**config.mk**
```make
export PLATFORM = sky130hd
export DESIGN_NAME = modular_exponentiation
export DESIGN_NICKNAME = d
export VERILOG_FILES = /design/src/design/modexp_pkg.sv /design/src/design/modexp_dp.sv /design/src/design/modexp_ctrl.sv /design/src/design/modular_exponentiation.sv
export SDC_FILE = /design/constraint.sdc
export NUM_CORES = 1
export LEC_CHECK = 0
export BUFFER_PORTS_ARGS = -buffer_cell sky130_fd_sc_hd__buf_2
export CORE_ASPECT_RATIO = 0.8
export CORE_MARGIN = 2
export CORE_UTILIZATION = 60
export CTS_CLUSTER_DIAMETER = 30
export CTS_CLUSTER_SIZE = 30
export DETAILED_ROUTE_END_ITERATION = 8
export MAX_ROUTING_LAYER = met4
export PLACE_DENSITY = 0.8
export SYNTH_ARGS = -nofsm -noshare
export SYNTH_HDL_FRONTEND = slang
export SYNTH_SLANG_ARGS = --single-unit
```
**constraint.sdc**
```tcl
create_clock -name clk -period 18.61 [get_ports clk]
set_input_delay 4.6525 -clock clk [delete_from_list [all_inputs] [get_ports clk]]
set_output_delay 4.6525 -clock clk [all_outputs]
set_load 0.01 [all_outputs]
```
**src/design/modexp_pkg.sv**
```systemverilog
// ----------------------------------------------------------------------------
// Modular exponentiation package
// Shared widths, operation codes and controller/datapath interface structs.
// ----------------------------------------------------------------------------
package modexp_pkg;

	localparam int FIELD_BITS = 63;
	localparam int WORD_BITS  = 64;
	localparam int SCAN_BITS  = (WORD_BITS < FIELD_BITS) ? WORD_BITS : FIELD_BITS;
	localparam int CNT_BITS   = $clog2(FIELD_BITS);
	localparam logic [CNT_BITS-1:0] MUL_LAST = CNT_BITS'(FIELD_BITS - 1);
	localparam logic [FIELD_BITS-1:0] EXP_MASK = {FIELD_BITS{1'b1}} >> (FIELD_BITS - SCAN_BITS);

	typedef logic [FIELD_BITS-1:0] field_t;

	typedef logic [1:0] op_t;
	localparam op_t OP_REDUCE = 2'd0;
	localparam op_t OP_ACC    = 2'd1;
	localparam op_t OP_SQUARE = 2'd2;

	typedef struct packed {
		logic load;
		logic mul_start;
		logic mul_step;
		logic wb;
		op_t  op;
		logic exp_shift;
		logic out_load;
	} cmd_t;

	typedef struct packed {
		logic exp_zero;
		logic exp_bit0;
		logic exp_last;
	} status_t;

endpackage

```
**src/design/modexp_dp.sv**
```systemverilog
// ----------------------------------------------------------------------------
// Modular exponentiation datapath
// Modulus register, operand registers and a shared interleaved modular
// multiplier that retires one multiplier bit per cycle.
// ----------------------------------------------------------------------------
module modexp_dp (
	input  logic                clk,
	input  logic                arst_n,
	input  logic                cfg_we,
	input  modexp_pkg::field_t  modulus,
	input  modexp_pkg::field_t  base_value,
	input  modexp_pkg::field_t  exponent,
	input  modexp_pkg::cmd_t    cmd,
	output modexp_pkg::status_t status,
	output modexp_pkg::field_t  power_result
);
	import modexp_pkg::*;

	field_t mod_cfg_q;
	field_t mod_q;
	field_t base_q;
	field_t acc_q;
	field_t exp_q;
	field_t mcand_q;
	field_t mplier_q;
	field_t prod_q;
	field_t res_q;

	logic [FIELD_BITS+1:0] sum;
	logic [FIELD_BITS+2:0] diff1;
	logic [FIELD_BITS+2:0] diff2;
	field_t                addend;
	field_t                prod_next;

	always_ff @(posedge clk or negedge arst_n) begin
		if (!arst_n) begin
			mod_cfg_q <= field_t'(1);
		end else if (cfg_we) begin
			mod_cfg_q <= modulus;
		end
	end

	// one step: prod = (2*prod + bit*mcand) mod m, sum stays below 3m
	assign addend = mplier_q[FIELD_BITS-1] ? mcand_q : '0;
	assign sum    = {1'b0, prod_q, 1'b0} + {2'b00, addend};
	assign diff1  = {1'b0, sum} - {3'b000, mod_q};
	assign diff2  = {1'b0, sum} - {2'b00, mod_q, 1'b0};

	always_comb begin
		if (!diff2[FIELD_BITS+2]) begin
			prod_next = diff2[FIELD_BITS-1:0];
		end else if (!diff1[FIELD_BITS+2]) begin
			prod_next = diff1[FIELD_BITS-1:0];
		end else begin
			prod_next = sum[FIELD_BITS-1:0];
		end
	end

	always_ff @(posedge clk) begin
		if (cmd.load) begin
			mod_q <= (mod_cfg_q == '0) ? field_t'(1) : mod_cfg_q;
			acc_q <= (mod_cfg_q > field_t'(1)) ? field_t'(1) : '0;
			exp_q <= exponent & EXP_MASK;
		end else begin
			if (cmd.exp_shift) begin
				exp_q <= exp_q >> 1;
			end
			if (cmd.wb && cmd.op == OP_ACC) begin
				acc_q <= prod_q;
			end
		end
		if (cmd.wb && (cmd.op == OP_REDUCE || cmd.op == OP_SQUARE)) begin
			base_q <= prod_q;
		end
		if (cmd.mul_start) begin
			prod_q <= '0;
			case (cmd.op)
				OP_REDUCE: begin
					mcand_q  <= field_t'(1);
					mplier_q <= base_value;
				end
				OP_ACC: begin
					mcand_q  <= base_q;
					mplier_q <= acc_q;
				end
				default: begin
					mcand_q  <= base_q;
					mplier_q <= base_q;
				end
			endcase
		end else if (cmd.mul_step) begin
			prod_q   <= prod_next;
			mplier_q <= mplier_q << 1;
		end
		if (cmd.out_load) begin
			res_q <= acc_q;
		end
	end

	assign status.exp_zero = (exp_q == '0);
	assign status.exp_bit0 = exp_q[0];
	assign status.exp_last = (exp_q[FIELD_BITS-1:1] == '0);
	assign power_result    = res_q;

endmodule

```
**src/design/modexp_ctrl.sv**
```systemverilog
// ----------------------------------------------------------------------------
// Modular exponentiation controller
// Sequences the initial base reduction and the square-and-multiply loop,
// and owns the request handshakes.
// ----------------------------------------------------------------------------
module modexp_ctrl (
	input  logic                clk,
	input  logic                arst_n,
	input  logic                in_valid,
	output logic                in_ready,
	output logic                out_valid,
	input  logic                out_ready,
	input  modexp_pkg::status_t status,
	output modexp_pkg::cmd_t    cmd
);
	import modexp_pkg::*;

	localparam logic [2:0] S_IDLE   = 3'd0;
	localparam logic [2:0] S_MUL    = 3'd1;
	localparam logic [2:0] S_WB     = 3'd2;
	localparam logic [2:0] S_DECIDE = 3'd3;
	localparam logic [2:0] S_DONE   = 3'd4;

	logic [2:0]          state_q;
	logic [2:0]          state_d;
	logic [CNT_BITS-1:0] cnt_q;
	op_t                 op_q;
	op_t                 op_d;
	logic                acc_done_q;
	logic                acc_done_d;
	logic                out_valid_q;
	logic                in_fire;

	assign in_ready  = (state_q == S_IDLE);
	assign in_fire   = in_valid && in_ready;
	assign out_valid = out_valid_q;

	always_comb begin
		state_d        = state_q;
		op_d           = op_q;
		acc_done_d     = acc_done_q;
		cmd            = '0;
		cmd.op         = op_q;
		case (state_q)
			S_IDLE: begin
				if (in_valid) begin
					cmd.load      = 1'b1;
					cmd.mul_start = 1'b1;
					cmd.op        = OP_REDUCE;
					op_d          = OP_REDUCE;
					acc_done_d    = 1'b0;
					state_d       = S_MUL;
				end
			end
			S_MUL: begin
				cmd.mul_step = 1'b1;
				if (cnt_q == MUL_LAST) begin
					state_d = S_WB;
				end
			end
			S_WB: begin
				cmd.wb  = 1'b1;
				state_d = S_DECIDE;
			end
			S_DECIDE: begin
				if (status.exp_zero) begin
					state_d = S_DONE;
				end else if (status.exp_bit0 && !acc_done_q) begin
					cmd.mul_start = 1'b1;
					cmd.op        = OP_ACC;
					op_d          = OP_ACC;
					acc_done_d    = 1'b1;
					state_d       = S_MUL;
				end else if (status.exp_last) begin
					cmd.exp_shift = 1'b1;
					acc_done_d    = 1'b0;
				end else begin
					cmd.mul_start = 1'b1;
					cmd.op        = OP_SQUARE;
					op_d          = OP_SQUARE;
					cmd.exp_shift = 1'b1;
					acc_done_d    = 1'b0;
					state_d       = S_MUL;
				end
			end
			S_DONE: begin
				if (!out_valid_q || out_ready) begin
					cmd.out_load = 1'b1;
					state_d      = S_IDLE;
				end
			end
			default: begin
				state_d = S_IDLE;
			end
		endcase
	end

	always_ff @(posedge clk or negedge arst_n) begin
		if (!arst_n) begin
			state_q     <= S_IDLE;
			cnt_q       <= '0;
			op_q        <= OP_REDUCE;
			acc_done_q  <= 1'b0;
			out_valid_q <= 1'b0;
		end else begin
			state_q    <= state_d;
			op_q       <= op_d;
			acc_done_q <= acc_done_d;
			if (cmd.mul_start) begin
				cnt_q <= '0;
			end else if (cmd.mul_step) begin
				cnt_q <= cnt_q + 1'b1;
			end
			if (cmd.out_load) begin
				out_valid_q <= 1'b1;
			end else if (out_ready) begin
				out_valid_q <= 1'b0;
			end
		end
	end

	a_start_runs: assert property (@(posedge clk) disable iff (!arst_n)
		cmd.mul_start |=> (state_q == S_MUL && cnt_q == '0))
		else $error("multiply did not start");

	a_mul_ends: assert property (@(posedge clk) disable iff (!arst_n)
		(state_q == S_MUL && cnt_q == MUL_LAST) |=> (state_q == S_WB))
		else $error("multiply ran past its last bit");

	a_no_overwrite: assert property (@(posedge clk) disable iff (!arst_n)
		cmd.out_load |-> (!out_valid_q || out_ready))
		else $error("result register overwritten");

	a_one_in_flight: assert property (@(posedge clk) disable iff (!arst_n)
		in_fire |=> !in_ready)
		else $error("second request taken while busy");

endmodule

```
**src/design/modular_exponentiation.sv**
```systemverilog
// ----------------------------------------------------------------------------
// Sequence: the base is reduced first, then one squaring for each exponent bit
// below the top set bit and one multiply into the accumulator for each set bit;
// an exponent of zero skips the loop after the reduction. Result stalls add to it.
// Throughput: one request at a time; the next is taken the cycle after the
// result loads, paced by the one-bit-per-cycle multiplier.
// Reset: asynchronous, modulus returns to 1 and the result register is empty.
// ----------------------------------------------------------------------------
// Modular exponentiation top level
// Right-to-left square-and-multiply: base^exponent mod modulus.
// ----------------------------------------------------------------------------
module modular_exponentiation (
	input  logic               clk,
	input  logic               arst_n,
	input  logic               cfg_valid,
	output logic               cfg_ready,
	input  modexp_pkg::field_t modulus,
	input  logic               in_valid,
	output logic               in_ready,
	input  modexp_pkg::field_t base_value,
	input  modexp_pkg::field_t exponent,
	output logic               out_valid,
	input  logic               out_ready,
	output modexp_pkg::field_t power_result
);
	import modexp_pkg::*;

	cmd_t    cmd;
	status_t status;

	assign cfg_ready = 1'b1;

	modexp_ctrl u_ctrl (
		.clk       (clk),
		.arst_n    (arst_n),
		.in_valid  (in_valid),
		.in_ready  (in_ready),
		.out_valid (out_valid),
		.out_ready (out_ready),
		.status    (status),
		.cmd       (cmd)
	);

	modexp_dp u_dp (
		.clk          (clk),
		.arst_n       (arst_n),
		.cfg_we       (cfg_valid && cfg_ready),
		.modulus      (modulus),
		.base_value   (base_value),
		.exponent     (exponent),
		.cmd          (cmd),
		.status       (status),
		.power_result (power_result)
	);

endmodule

```
# --- Word level (Yosys, flattened, before mapping) ---
# Index checks and enable logic that the tools add are counted.
word_totals:
  ff_bits: 580
  input_bits: 194
  out_inout_bits: 66
  elab_cells: 96
op_classes:
  n_addsub: 4
  magnitude_cmp: 1
  eq_ne: 12
  n_mux: 45
  n_reduce_logical: 20
ops:
  columns: ["cell", "n"]
  rows:
  - ["63-bit 2-to-1 mux", 9]
  - ["63-bit zero test", 2]
  - ["63-bit case mux with 2 select lines", 1]
  - ["65-bit by 63-bit subtractor with 66-bit output", 1]
  - ["65-bit by 64-bit subtractor with 66-bit output", 1]
  - ["64-bit by 63-bit adder with 65-bit output", 1]
  - ["63-bit by 1-bit > comparator with 1-bit output (second input constant)", 1]
  - ["62-bit zero test", 1]
  - ["3-bit 2-to-1 mux", 7]
  - ["1-bit 2-to-1 mux", 16]
  - ["3-bit case mux with 5 select lines", 1]
  - ["6-bit 2-to-1 mux", 2]
  - ["2-bit 2-to-1 mux", 5]
  - ["2-bit nonzero test", 5]
  - ["2-bit case mux with 2 select lines", 2]
  - ["6-bit by 1-bit adder with 6-bit output (second input constant)", 1]
  - ["3-bit by 2-bit == test with 1-bit output (second input constant)", 2]
  - ["6-bit == test (second input constant)", 1]
  - ["2-bit by 1-bit inequality test with 1-bit output (second input constant)", 2]
  - ["2-bit inequality test (second input constant)", 2]
  - ["4-bit by 3-bit inequality test with 1-bit output (second input constant)", 1]
  - ["1-bit case mux with 2 select lines", 2]
  - ["4-bit AND reduction", 1]
  - ["3-bit by 1-bit == test with 1-bit output (second input constant)", 1]
  - ["10 further kinds", 14]

# --- Depth between registers and ports, before layout ---
depth:
  ltp_word: 9
  ltp_mapped: 31
  ltp_nobuf: 27

# --- Modules after synthesis ---
# From an unflattened synthesis, not the netlist that was laid out.
unflattened:
  hier_cells: 3332
  hier_area_um2: 34848.4
modules_own_cells:
  columns: ["mod", "instances", "cells_each", "area_per_inst_um2", "seq_area_each_um2"]
  rows:
  - ["modexp_dp", 1, 3250, 34082.7, 16081.7]
  - ["modexp_ctrl", 1, 80, 754.5, 325.3]
  - ["modular_exponentiation", 1, 2, 11.3, 0.0]

# --- Worst setup path after synthesis ---
# No wires, ideal clock.
synth_timing:
  kind: "in2reg"
  startpoint: "in in_valid"
  endpoint: "reg u_dp.base_q[0] (enable)"
  setup_ps: 662
  arrival_ps: 11725
  t_required_ps: 17948
  slack_ps: 6223
  path_stages: 7
  path_buffers: 0
  cell_sequence: "nand2_1 > inv_1 > nor2_1 > a21o_1 > a21oi_1 > inv_1 > nor4b_1"
synth_via:
  elab_chain_len: 5
  word_cells_on_any_way: 6
  classes_between: "eq/ne (1); mux (2); reduce/logical (3)"
synth_lines:
  columns: ["item", "line_no", "source"]
  rows:
  - ["from (decl)", "modular_exponentiation.sv:18", "input logic in_valid,"]
  - ["2-bit 2-to-1 mux *", null, null]
  - ["2-bit case mux with 2 select lines *", "modexp_ctrl.sv:44", "case (state_q)"]
  - ["2-bit == test / 2-bit zero test (equally long branches)", "modexp_dp.sv:72", "if (cmd.wb && (cmd.op == OP_REDUCE || cmd.op == OP_SQUARE)) begin"]
  - ["1-bit logical OR *", "modexp_dp.sv:72", null]
  - ["1-bit logical AND *", "modexp_dp.sv:72", null]
  - ["to (signal assigned)", "modexp_dp.sv:73", "base_q <= prod_q;"]
  - ["to (decl)", "modexp_dp.sv:21", "field_t base_q;"]
# Every way passes the cells marked *; elsewhere a longest branch is shown, timed or not.
# A chain may end at the register's enable or synchronous reset.

# --- Worst setup path after layout ---
layout_timing:
  startpoint: "in in_valid"
  endpoint: "reg u_dp.mplier_q[46] (data pin)"
layout_via:
  elab_chain_len: 5
  word_cells_on_any_way: 8
  classes_between: "eq/ne (1); mux (6); reduce/logical (1)"
layout_lines:
  columns: ["item", "line_no", "source"]
  rows:
  - ["2-bit 2-to-1 mux", null, null]
  - ["2-bit case mux with 2 select lines", "modexp_ctrl.sv:44", null]
  - ["2-bit by 1-bit == test with 1-bit output / 2-bit zero test (equally long branches)", "modexp_dp.sv:77", "case (cmd.op)"]
  - ["63-bit case mux with 2 select lines", "modexp_dp.sv:77", null]
  - ["63-bit 2-to-1 mux *", "modexp_dp.sv:75", "if (cmd.mul_start) begin"]
  - ["to (signal assigned)", "modexp_dp.sv:80", "mplier_q <= base_value;"]
  - ["to (signal assigned)", "modexp_dp.sv:84", "mplier_q <= acc_q;"]
  - ["to (signal assigned)", "modexp_dp.sv:88", "mplier_q <= base_q;"]
  - ["to (decl)", "modexp_dp.sv:25", "field_t mplier_q;"]
# Marks and branches as above.

==> impl_metrics.yaml <==
critical_path:
  critPathArrivalTime_ns: 8.26
  worstPathRequired_ns: 18.95
  cp_max_fo: 67
  r2r_end: "u_dp.prod_q[52]"
  timing.rr.start: "u_dp.mplier_q[62]"
  worstSetupPathType: "in2reg"
  r2r_cells: 25
  rrSetupSlack_ns: 10.91
  critPathLaunch: "in_valid"
  crit_end: "u_dp.mplier_q[46]"
  end_kind: "flop"
  worstSetupStartpointType: "input pin"
detailed_routing:
  vias: 28100
  drt-pass1-iter-count: 6
  routed_wl_um: 96100
  post-route-drc-count: 0
  antenna_left: 0
  post_drt_via_cell_ratio: 6.18
  detail_route.wl_per_cell_um: 21.1
  drt-initial-drc-count: 3343
run_status:
  status: "complete, no violations"
place:
  port_buffers: 258
  dpl.hpwl_um: 70900
  globalplace.congestion: 1.00
hold_path:
  hp-class: "reg2reg"
cts:
  path_clk_slew_ns: 0.06
  cts_root_buf: "clkbuf_16"
  cts_buffer_depth: 3
  clock_latency_ns: 0.66
  post_cts_resized: 0
  htree_levels: 3
  cts_sinks: 580
  tritoncts: "built"
  numCtsBuffers: 90
  ctsHoldBuffers: 0
  postCtsSetupRepairBufs: 0
finish:
  final_nets: 4093
  layout_commonest_cell: "edfxtp_1"
  most-common-layout-cells: "edfxtp_1, nand2_1, a21oi_1, buf_2, o21ai_0"
  fillers: 4400
  drive_gt1_share_pct: 15.0
  syn2layout_area_growth_pct: 13.5
synthesis:
  syn_area_um2: 34900
  ys.flop_type: "edfxtp_1"
  yosysUniqueCellTypes: 100
  syn-num-nets: 3960
  synth_top_area_share_pct: 37.9
  synth-seq-cells: 580
  ys_warn_count: 0
  syn_area_per_cell_um2: 9.77
  async_reset_ff_share_pct: 13.1
  ys_seq_area_share_pct: 47.0
  yosys-top-cells-area: "edfxtp_1, ha_1, dfrtp_1"
  syn_inst: 3573
  synth_area_leader_cell: "edfxtp_1"
  synth_edf_count: 441
sta:
  max_freq_mhz: 126
  hold_viol: 0
  setup_viol: 0
  fin_setup_tns_ns: 0
  fin_crit_sh_pct: 42.5
  finalMaxSlewViolations: 0
  skew_ns: 0.0714
  rsz0062_at_grt: "no"
  relSlewSlack_pct: 33.6
  finalCriticalPeriod_ns: 7.92
  worstMarginPinSlew_ns: 0.987
die:
  die_area_um2: 60100
  chipHeight_um: 220
  num_rows: 79
  die_w_um: 274
  start_util_pct: 60.4
  core_um2: 57800
  ios: 260
global_routing:
  grt-busiest-layer: "met1"
  antenna_found_initial: 2
  grt.total_usage_pct: 32.6
  grtUsageMet3_pct: 8.59
  grt_first_pass_wirelength_um: 147000
  use_met2_pct: 40.3
  grt_util_met1_pct: 52.2
  grt_overflow: 0
  grt_pass1_vias: 25300
  grt_max_degree: 101
flow_run:
  cap_violations: 0
-- worst min path at each step --
stage	startpoint	cells after the start	endpoint
2_1_floorplan	u_dp.acc_q[0]	0	u_dp.power_result[0]
3_3_place_gp	u_dp.acc_q[58]	0	u_dp.power_result[58]
5_1_grt	u_dp.mod_cfg_q[57]	0	u_dp.mod_q[57]
6_report	u_dp.mod_cfg_q[57]	0	u_dp.mod_q[57]
3_5_place_dp	u_dp.acc_q[52]	0	u_dp.power_result[52]
4_1_cts	u_dp.mod_cfg_q[57]	0	u_dp.mod_q[57]
-- flip-flops by register name (all words and copies together), names as in the netlist --
register,cells
u_ctrl.acc_done_q,1
u_ctrl.cnt_q,6
u_dp.exp_q,63
u_dp.base_q,63
u_dp.mod_cfg_q,63
u_dp.acc_q,63
u_ctrl.op_q,2
u_ctrl.state_q,3
u_dp.prod_q,63
u_dp.mod_q,63
u_ctrl.out_valid,1
u_dp.mcand_q,63
u_dp.power_result,63
u_dp.mplier_q,63
-- Yosys cell counts, drive strengths merged, types with 7 or more instances --
cell and count:
nand2 442, edfxtp 441, a21oi 348, o21ai 245, nor2 210, ha 190
clkbuf 183, and2 139, inv 115, xnor2 110, nor2b 82, mux2i 79
dfrtp 75, nand3 70, mux2 68, xor2 67, dfxtp 63, a21o 60
buf 58, nand4 55, a211oi 40, nor4 36, o21bai 36, nor3 34
o21a 33, o211ai 32, nand2b 29, a31oi 27, and3 27, o22ai 16
o221ai 12, o31ai 11, or2 11, a41oi 9, or4 9, a221oi 8
or3 8, a211o 7, a31o 7
-- cells by family after synthesis --
group                      share of synthesized area, %
AOI/OAI and AO/OA                                  16.9
xor gates and xnor gates                           4.46
adders and majority gates                          6.98
buffers and inverters                              4.07
DFF                                                47.0
muxes                                              4.46
other                                            0.0107
and+or+nand+nor                                    16.1
-- per-layer routing --
metal	part of all wire [%]	up-vias
li1	-	13200
met3	12	114
met4	1.7	0
met5	0	-
met1	48	13300
met2	38	1496
-- area by class of cell --
class	instances	area (um^2)	share of cell area (%)
inverters	116	439	1.11
diodes	2	5.00	0.0126
clock buffers	103	2310	5.83
repair buffers	282	1470	3.72
multi-input cells	2636	17200	43.3
flip-flops and latches	580	16400	41.4
well taps	769	962	2.43
clock inverters	65	865	2.18
-- critical path: stages --
cell     delay [ns]
buf_2          0.12
nand2_4        0.34
inv_4          0.59
nor2_1         0.14
a21o_1         0.22
a21oi_4        0.55
buf_4          0.79
mux2i_1        0.30
nor2_1         0.08
a21oi_1        0.17
o21ai_0        0.16
-- through the flow --
stage | instance area (um^2) | hold slack, ns | setup slack [ns] | utilization, % | std cells
2_1_floorplan | 34900 | 0.426 | 6.22 | - | 3573
3_3_place_gp | 36500 | 0.442 | 10.36 | 63.0 | 4383
3_5_place_dp | 36500 | 0.440 | 10.18 | 63.0 | 4383
4_1_cts | 39600 | 0.430 | 10.76 | 68.5 | 4551
5_1_grt | 39600 | 0.460 | 10.44 | 68.5 | 4553
6_report | 39600 | 0.430 | 10.69 | 68.5 | 4553
Power is not shown: default switching activity piles up to over one toggle a cycle in this logic, so the estimate is an artifact.
